$ cat config.mk
export PLATFORM = sky130hd
export DESIGN_NAME = id_map_with_free_pool_top_flat
export DESIGN_NICKNAME = d
export VERILOG_FILES = /design/src/design/idm_pkg.sv /design/src/design/idm_if.sv /design/src/design/idm_cell.sv /design/src/design/id_map_with_free_pool_top.sv /design/src/flat_wrapper.sv
export VERILOG_INCLUDE_DIRS = /design/src /design/src/design
export SDC_FILE = /design/constraint.sdc
export NUM_CORES = 2
export LEC_CHECK = 0
export BUFFER_PORTS_ARGS = -buffer_cell sky130_fd_sc_hd__buf_2
export CORE_MARGIN = 1.5
export CORE_UTILIZATION = 25
export DETAILED_ROUTE_END_ITERATION = 16
export SLEW_MARGIN = 25
export SYNTH_ARGS = -nofsm -noshare
export SYNTH_HDL_FRONTEND = slang
export SYNTH_HIERARCHICAL = 1
export SYNTH_SLANG_ARGS = --single-unit
$ cat constraint.sdc
create_clock -name clk -period 38.6 [get_ports clk]
set_clock_uncertainty 0.15 [all_clocks]
set_input_delay 3.86 -clock clk [delete_from_list [all_inputs] [get_ports clk]]
set_output_delay 3.86 -clock clk [all_outputs]
set_load 0.02 [all_outputs]
$ cat src/design/id_map_with_free_pool_top_defines.svh
// Assertion macros used by the id map top design file.
`ifndef ID_MAP_WITH_FREE_POOL_TOP_DEFINES_SVH
`define ID_MAP_WITH_FREE_POOL_TOP_DEFINES_SVH

// Property on clk, disabled during reset.
`define IDM_ASSERT(label, clk, rst_n, prop, msg) \
  label: assert property (@(posedge clk) disable iff (!rst_n) prop) else $error(msg);

// Property on clk, checked during reset as well.
`define IDM_ASSERT_ALWAYS(label, clk, prop, msg) \
  label: assert property (@(posedge clk) prop) else $error(msg);

`endif

$ cat src/design/idm_pkg.sv
// ----------------------------------------------------------------------------
// idm_pkg
// Command and status codes, field widths and cell control types.
// ----------------------------------------------------------------------------
package idm_pkg;

  localparam int CMD_W    = 2;
  localparam int IN_ID_W  = 32;
  localparam int SLOT_W   = 6;
  localparam int STATUS_W = 3;

  localparam logic [CMD_W-1:0] CMD_LOOKUP = 2'd0;
  localparam logic [CMD_W-1:0] CMD_CREATE = 2'd1;
  localparam logic [CMD_W-1:0] CMD_DELETE = 2'd2;
  localparam logic [CMD_W-1:0] CMD_CLEAR  = 2'd3;

  localparam logic [STATUS_W-1:0] ST_OK        = 3'd0;
  localparam logic [STATUS_W-1:0] ST_INVALID   = 3'd1;
  localparam logic [STATUS_W-1:0] ST_EXISTS    = 3'd2;
  localparam logic [STATUS_W-1:0] ST_FULL      = 3'd3;
  localparam logic [STATUS_W-1:0] ST_NOT_FOUND = 3'd4;

  // Broadcast phase-two control to every cell.
  typedef struct packed {
    logic clear;
    logic map_wr;    // create: write chosen entry
    logic map_free;  // delete: free chosen entry
    logic pool_take; // create: empty chosen pool position
    logic pool_put;  // delete: fill chosen pool position
  } cell_ctrl_t;

endpackage

$ cat src/design/idm_if.sv
// ----------------------------------------------------------------------------
// idm_req_if / idm_rsp_if
// Valid/ready channels for requests and results.
// ----------------------------------------------------------------------------
interface idm_req_if;
  logic                         valid;
  logic                         ready;
  logic [idm_pkg::CMD_W-1:0]    command;
  logic [idm_pkg::IN_ID_W-1:0]  entity_id;
  modport source (output valid, command, entity_id, input ready);
  modport sink   (input valid, command, entity_id, output ready);
endinterface

interface idm_rsp_if;
  logic                          valid;
  logic                          ready;
  logic [idm_pkg::SLOT_W-1:0]    slot_number;
  logic [idm_pkg::STATUS_W-1:0]  status;
  modport source (output valid, slot_number, status, input ready);
  modport sink   (input valid, slot_number, status, output ready);
endinterface

$ cat src/design/idm_cell.sv
// ----------------------------------------------------------------------------
// idm_cell
// One map entry and one pool position with match flags and a priority chain.
// ----------------------------------------------------------------------------
module idm_cell #(
  parameter int ID_BITS = 32,
  parameter int INDEX   = 0
) (
  input  logic                   clk,
  input  logic                   rst_n,
  input  logic [ID_BITS-1:0]     req_id,
  input  logic                   snapshot,
  input  idm_pkg::cell_ctrl_t    ctrl,
  input  logic [idm_pkg::SLOT_W-1:0] put_slot,
  input  logic [idm_pkg::SLOT_W-1:0] take_slot,
  input  logic                   hit_in,
  input  logic                   free_in,
  input  logic                   occ_in,
  input  logic                   emp_in,
  output logic                   hit_out,
  output logic                   free_out,
  output logic                   occ_out,
  output logic                   emp_out,
  output logic                   hit_first,
  output logic                   free_first,
  output logic                   occ_first,
  output logic                   emp_first,
  output logic [idm_pkg::SLOT_W-1:0] entry_slot,
  output logic [idm_pkg::SLOT_W-1:0] pool_slot
);
  import idm_pkg::*;

  localparam logic [SLOT_W-1:0] OWN = SLOT_W'(INDEX);

  logic                valid_r;
  logic [ID_BITS-1:0]  ent_r;
  logic [SLOT_W-1:0]   eslot_r;
  logic [SLOT_W-1:0]   pval_r;
  logic                pocc_r;
  logic                hit_r, free_r;

  // Match flags registered at snapshot; chain decides lowest in phase two.
  always_ff @(posedge clk) begin
    if (!rst_n) begin
      valid_r <= 1'b0;
      pocc_r  <= 1'b1;
      pval_r  <= OWN;
      eslot_r <= '0;
      hit_r   <= 1'b0;
      free_r  <= 1'b0;
    end else begin
      if (snapshot) begin
        hit_r  <= valid_r && (ent_r == req_id);
        free_r <= !valid_r;
      end
      if (ctrl.clear) begin
        valid_r <= 1'b0;
        pocc_r  <= 1'b1;
        pval_r  <= OWN;
        eslot_r <= '0;
      end else begin
        if (ctrl.map_wr && free_first) begin
          valid_r <= 1'b1;
          ent_r   <= req_id;
          eslot_r <= take_slot;
        end
        if (ctrl.map_free && hit_first) begin
          valid_r <= 1'b0;
          eslot_r <= '0;
        end
        if (ctrl.pool_take && occ_first) pocc_r <= 1'b0;
        if (ctrl.pool_put && emp_first) begin
          pocc_r <= 1'b1;
          pval_r <= put_slot;
        end
      end
    end
  end

  assign hit_first  = hit_r && !hit_in;
  assign free_first = free_r && !free_in;
  assign occ_first  = pocc_r && !occ_in;
  assign emp_first  = !pocc_r && !emp_in;
  assign hit_out    = hit_in || hit_r;
  assign free_out   = free_in || free_r;
  assign occ_out    = occ_in || pocc_r;
  assign emp_out    = emp_in || !pocc_r;
  assign entry_slot = eslot_r;
  assign pool_slot  = pval_r;

endmodule

$ cat src/design/id_map_with_free_pool_top.sv
// ----------------------------------------------------------------------------
// id_map_with_free_pool_top
// Entity id to slot map with a free pool, built as a row of cells.
// ----------------------------------------------------------------------------
// Usage: requests (command, entity_id) enter on in_req; one result
// (slot_number, status) per request leaves on out_rsp. Both are valid/ready.
// A request passes through the latch, compare and execute phases of the
// controller: the cycle it is accepted the id is latched, the next cycle
// every cell compares it and registers its match flags, and in the execute
// phase, once the output register can take the result, the priority chain
// through the row picks the lowest matching entry and pool position, the
// cells update and the result is registered. Requests are taken only in idle.
// A result waiting on a stalled receiver sits in the output register;
// the next request is accepted meanwhile and is held in its final phase
// until that register drains.
// Reset (synchronous, active low) empties the map and fills the pool with
// slots 0..TABLE_SIZE-1; the clear command does the same.
// ----------------------------------------------------------------------------
`include "id_map_with_free_pool_top_defines.svh"

module id_map_with_free_pool_top #(
  parameter int TABLE_SIZE = 64,
  parameter int ID_BITS    = 32
) (
  input logic clk,
  input logic rst_n,
  idm_req_if.sink   in_req,
  idm_rsp_if.source out_rsp
);
  import idm_pkg::*;

  localparam logic [ID_BITS-1:0] INVALID = '1;

  localparam logic [1:0] S_IDLE = 2'd0;
  localparam logic [1:0] S_CMP  = 2'd1;
  localparam logic [1:0] S_EXE  = 2'd2;

  logic [1:0]          state_r, state_nxt;
  logic [CMD_W-1:0]    cmd_r;
  logic [ID_BITS-1:0]  id_r;
  logic                ovalid_r;
  logic [SLOT_W-1:0]   oslot_r, oslot_nxt;
  logic [STATUS_W-1:0] ost_r, ost_nxt;

  logic [TABLE_SIZE:0] hit_c, free_c, occ_c, emp_c;
  logic [TABLE_SIZE-1:0] hit_f, free_f, occ_f, emp_f;
  logic [SLOT_W-1:0] eslot [TABLE_SIZE];
  logic [SLOT_W-1:0] pslot [TABLE_SIZE];
  logic [SLOT_W-1:0] hit_slot, take_slot;
  cell_ctrl_t ctrl;
  logic exe_go, id_bad;

  assign hit_c[0] = 1'b0;
  assign free_c[0] = 1'b0;
  assign occ_c[0] = 1'b0;
  assign emp_c[0] = 1'b0;

  assign exe_go = (state_r == S_EXE) && (!ovalid_r || out_rsp.ready);
  assign id_bad = (id_r == INVALID);

  for (genvar i = 0; i < TABLE_SIZE; i++) begin : g_cell
    idm_cell #(.ID_BITS(ID_BITS), .INDEX(i)) u_cell (
      .clk, .rst_n,
      .req_id(id_r), .snapshot(state_r == S_CMP), .ctrl,
      .put_slot(hit_slot), .take_slot,
      .hit_in(hit_c[i]), .free_in(free_c[i]), .occ_in(occ_c[i]), .emp_in(emp_c[i]),
      .hit_out(hit_c[i+1]), .free_out(free_c[i+1]),
      .occ_out(occ_c[i+1]), .emp_out(emp_c[i+1]),
      .hit_first(hit_f[i]), .free_first(free_f[i]),
      .occ_first(occ_f[i]), .emp_first(emp_f[i]),
      .entry_slot(eslot[i]), .pool_slot(pslot[i])
    );
  end

  // One-hot selects, so an OR gathers the chosen slot.
  always_comb begin
    hit_slot  = '0;
    take_slot = '0;
    for (int i = 0; i < TABLE_SIZE; i++) begin
      hit_slot  = hit_slot | (hit_f[i] ? eslot[i] : '0);
      take_slot = take_slot | (occ_f[i] ? pslot[i] : '0);
    end
  end

  always_comb begin
    ctrl      = '0;
    oslot_nxt = '0;
    ost_nxt   = ST_OK;
    unique case (cmd_r)
      CMD_CLEAR: ctrl.clear = exe_go;
      CMD_LOOKUP: begin
        if (id_bad) ost_nxt = ST_INVALID;
        else if (!hit_c[TABLE_SIZE]) ost_nxt = ST_NOT_FOUND;
        else oslot_nxt = hit_slot;
      end
      CMD_CREATE: begin
        if (id_bad) ost_nxt = ST_INVALID;
        else if (hit_c[TABLE_SIZE]) ost_nxt = ST_EXISTS;
        else if (!free_c[TABLE_SIZE] || !occ_c[TABLE_SIZE]) ost_nxt = ST_FULL;
        else begin
          oslot_nxt      = take_slot;
          ctrl.map_wr    = exe_go;
          ctrl.pool_take = exe_go;
        end
      end
      default: begin
        if (id_bad) ost_nxt = ST_INVALID;
        else if (!hit_c[TABLE_SIZE]) ost_nxt = ST_NOT_FOUND;
        else begin
          oslot_nxt     = hit_slot;
          ctrl.map_free = exe_go;
          ctrl.pool_put = exe_go;
        end
      end
    endcase
  end

  always_comb begin
    state_nxt = state_r;
    unique case (state_r)
      S_IDLE:  if (in_req.valid) state_nxt = S_CMP;
      S_CMP:   state_nxt = S_EXE;
      S_EXE:   if (exe_go) state_nxt = S_IDLE;
      default: state_nxt = S_IDLE;
    endcase
  end

  always_ff @(posedge clk) begin
    if (!rst_n) begin
      state_r  <= S_IDLE;
      ovalid_r <= 1'b0;
    end else begin
      state_r <= state_nxt;
      if (exe_go) ovalid_r <= 1'b1;
      else if (out_rsp.ready) ovalid_r <= 1'b0;
    end
  end

  always_ff @(posedge clk) begin
    if (in_req.valid && in_req.ready) begin
      cmd_r <= in_req.command;
      id_r  <= ID_BITS'(in_req.entity_id);
    end
    if (exe_go) begin
      oslot_r <= oslot_nxt;
      ost_r   <= ost_nxt;
    end
  end

  assign in_req.ready        = (state_r == S_IDLE);
  assign out_rsp.valid       = ovalid_r;
  assign out_rsp.slot_number = oslot_r;
  assign out_rsp.status      = ost_r;

  `IDM_ASSERT(a_exe_from_cmp, clk, rst_n, (state_r == S_EXE) |-> ($past(state_r) == S_CMP || $past(state_r) == S_EXE), "execute not after compare")
  `IDM_ASSERT(a_one_hit, clk, rst_n, $countones(hit_f) <= 1, "several entries chosen")
  `IDM_ASSERT(a_one_pick, clk, rst_n, ($countones(free_f) <= 1) && ($countones(emp_f) <= 1), "several free positions chosen")
  `IDM_ASSERT(a_result_after_exe, clk, rst_n, $rose(out_rsp.valid) |-> $past(exe_go), "result without execution")
  `IDM_ASSERT_ALWAYS(a_reset_idle, clk, ($past(rst_n) === 1'b0) |-> (state_r == S_IDLE), "not idle after reset")

endmodule

$ cat src/flat_wrapper.sv
// flat-port wrapper written by rule: the top's interface ports become plain ports
module id_map_with_free_pool_top_flat import idm_pkg::*;
#(
  parameter int TABLE_SIZE = 64,
  parameter int ID_BITS    = 32
)
  (clk, rst_n, in_req_valid, in_req_command, in_req_entity_id, in_req_ready, out_rsp_valid, out_rsp_slot_number, out_rsp_status, out_rsp_ready);
  idm_req_if in_req_i ();
  idm_rsp_if out_rsp_i ();
  input logic clk;
  input logic rst_n;
  input wire logic [$bits(in_req_i.valid)-1:0] in_req_valid;
  input wire logic [$bits(in_req_i.command)-1:0] in_req_command;
  input wire logic [$bits(in_req_i.entity_id)-1:0] in_req_entity_id;
  output wire logic [$bits(in_req_i.ready)-1:0] in_req_ready;
  output wire logic [$bits(out_rsp_i.valid)-1:0] out_rsp_valid;
  output wire logic [$bits(out_rsp_i.slot_number)-1:0] out_rsp_slot_number;
  output wire logic [$bits(out_rsp_i.status)-1:0] out_rsp_status;
  input wire logic [$bits(out_rsp_i.ready)-1:0] out_rsp_ready;
  assign in_req_i.valid = in_req_valid;
  assign in_req_i.command = in_req_command;
  assign in_req_i.entity_id = in_req_entity_id;
  assign in_req_ready = in_req_i.ready;
  assign out_rsp_valid = out_rsp_i.valid;
  assign out_rsp_slot_number = out_rsp_i.slot_number;
  assign out_rsp_status = out_rsp_i.status;
  assign out_rsp_i.ready = out_rsp_ready;
  id_map_with_free_pool_top #(.TABLE_SIZE(TABLE_SIZE), .ID_BITS(ID_BITS)) u_core (.clk(clk), .rst_n(rst_n), .in_req(in_req_i), .out_rsp(out_rsp_i));
endmodule
==> reports/results.tsv <==
stage	metric	value	unit
global_routing	grt_util_all_layers	15.8	%
global_routing	antenna_found_initial	13	
yosys	synthCells	10700	
sta	max_freq	0.0421	GHz
die	core.rowCount	264	
clock_tree	cts_tree	yes	
worst_setup_path	critPathMaxStageDelay	850	ps
placed_design	numPortBuffers	48	
sta	setup_tns	0	ps
sta	grt_setup_unrepaired	false	
placed_design	place_ws	15210	ps
power	p_leak	46.3	nW
die	boundaryPins	49	
die	die_w	724	µm
routing	num_vias	88600	
clock_tree	cts.htree.levels	5	
routing	drtPass1Iterations	6	
clock_tree	cts_resized	0	
worst_setup_path	path_max_fanout	184	
routing	drt_iter0_drc	10500	
clock_tree	cts.sinks	3118	
run	max-cap-violations	0	
sta	setup_viol	0	
clock_tree	cts_root_buf	clkbuf_16	
worst_setup_path	worst-setup-path-type	reg -> reg	
worst_setup_path	critical_path.startpoint	u_core/g_cell[0].u_cell/hit_r$_SDFFE_PN0P_	
sta	tightest_slew	1270	ps
sta	report.final.slew_viol_count	0	
outcome	status	finished, final reports clean	
clock_tree	numCtsBuffers	334	
sta	min_period_over_period	61.5	%
routing	routed_wl	433000	µm
yosys	synth_area_per_cell	12.2	µm²
worst_setup_path	cp_data_arrival_time	24140	ps
sta	hold_viol_final	0	
yosys	syn_area	130000	µm²
routing	drt-vias-per-instance	4.84	
clock_tree	clkLatencyLatePin	950	ps
clock_tree	path_clk_slew	60	ps
sta	fin_ws	14850	ps
clock_tree	cts.hold.buffers_added	0	
global_routing	grt_pass1_vias	80300	
worst_setup_path	cpMaxStageDelayCell	nor2_4	
power	ir_drop	0.0000373	V
cells_and_area	nets	11200	
clock_tree	cts_setup_buffers	0	
global_routing	grt_pass1_wl	609000	µm
routing	route.detailed.drc	0	
worst_setup_path	required	38990	ps
die	initial_core_util	25.1	%
placed_design	gp_congestion	1.05	
worst_setup_path	end_kind	flop	
worst_hold_path	hold_path_class	reg -> reg	
worst_setup_path	crit_top_cell	or2_2	
routing	wl_per_cell	23.6	µm
die	die_h	724	µm
clock_tree	cts.path.max_buffers	4	
placed_design	dpl_cell_area	140000	µm²
cells_and_area	postLayoutCellArea	151000	µm²
die	fp.coreArea	517000	µm²
yosys	yosysWarnings	6	
routing	ant_nets	0	
cells_and_area	area_delta_synth_final	16.7	%
worst_setup_path	setup.worst_path.start_class	flop	
worst_hold_path	min_from	u_core/g_cell[30].u_cell/valid_r$_SDFFE_PP0P_	
cells_and_area	drive_above_1_share	9.91	%
cells_and_area	stdcell_count	18300	
global_routing	grt_start_max_net_pins	185	
power	powerDensity	47.1	nW/µm²
placed_design	dp_cells	17700	
global_routing	grt_remaining_overflow	0	
die	dieArea	524000	µm²
placed_design	dp_hpwl	289000	µm
sta	fin_crit	23750	ps
worst_setup_path	worstReg2RegStart	u_core/g_cell[0].u_cell/hit_r$_SDFFE_PN0P_	
cells_and_area	fillers	52200	
sta	relSlewSlack	14.9	%
sequential cells by signal, summed over array words and instances (netlist names):
name and cells:
u_core/state_r 2, u_core/g_cell.u_cell/pool_slot 384, u_core/id_r 32, u_core/out_rsp.status 3, u_core/g_cell.u_cell/entry_slot 384, u_core/g_cell.u_cell/pocc_r 64, u_core/g_cell.u_cell/ent_r 2048, u_core/g_cell.u_cell/free_r 64
u_core/out_rsp.valid 1, u_core/g_cell.u_cell/valid_r 64, u_core/g_cell.u_cell/hit_r 64, u_core/cmd_r 2, u_core/out_rsp.slot_number 6
layer usage:
metal  up-vias  track usage, %  routed length, µm
met3       870            2.69              36300
met5         -               0                 56
li1      39500               -                  -
met1     44200            22.2             187000
met4         8            6.62              21000
met2      4029            24.1             188000
cell type report:
class / count / area [µm²] / area share, %
sequential: 3118 / 83300 / 55.0
multi-input combinational: 7131 / 45300 / 29.9
clock buffer: 457 / 9370 / 6.18
tap: 6916 / 8650 / 5.71
timing repair buffer: 267 / 2340 / 1.55
clock inverter: 154 / 1350 / 0.894
inverter: 277 / 1040 / 0.687
antenna: 1 / 2.50 / 0.00165
path summary, 6_finish.rpt:
kind                                                   end  slack [ps]  cells after the start
max reg2reg    u_core/g_cell[29].u_cell/ent_r[2]$_DFFE_PP_       14850                     70
min          u_core/g_cell[30].u_cell/valid_r$_SDFFE_PP0P_         300                      2
min reg2reg  u_core/g_cell[30].u_cell/valid_r$_SDFFE_PP0P_         300                      2
max            u_core/g_cell[29].u_cell/ent_r[2]$_DFFE_PP_       14850                     70
power by group:
group          leakage (nW)  internal, W  switching [W]
Clock                  5.26      0.00183        0.00135
Sequential             27.1      0.00357     0.00000909
Combinational          13.9     0.000110       0.000261
Total                  46.3      0.00551        0.00162
through the flow:
step | total power [W] | utilization (%) | hold WS (ps)
after floorplan | 0.00388 | - | 276
after global placement | 0.00402 | 27.2 | 288
after detailed placement | 0.00402 | 27.2 | 289
after CTS | 0.00717 | 29.2 | 298
after global routing | 0.00732 | 29.3 | 315
final | 0.00713 | 29.3 | 298
critical path: cells and delay by family (launching register included):
family / cells / cell delay, ps
buffers and inverters: 1 / 640
DFF: 1 / 330
and+or+nand+nor: 69 / 21910
placed cells by master (no fill, tap or decap), types with 16 or more instances in the layout:
master     instances
xor2_1           172
dfxtp_1         1027
buf_4            186
a221oi_1         185
nand2_1         1459
nor3_1            64
o21ai_0          195
or2_2            192
clkinv_2          60
a22o_1           217
nor2b_1          235
nand2b_1         144
clkbuf_1          76
clkbuf_16        342
clkinv_1          44
xnor2_1         1726
nand3_1          688
o22ai_1           35
nor2_4            49
a211oi_1          21
nand4_1          518
buf_12            25
nor2b_4           16
inv_1            277
o21ai_1           16
bufinv_16         19
clkbuf_8          37
a21oi_1          705
and2_1            42
buf_2             48
edfxtp_1        2091
and2b_1           26
nor4_1           113
and2_0            22
nand2_2           49
nor2_1            97
No activity file was read; power rests on OpenSTA's default activity.
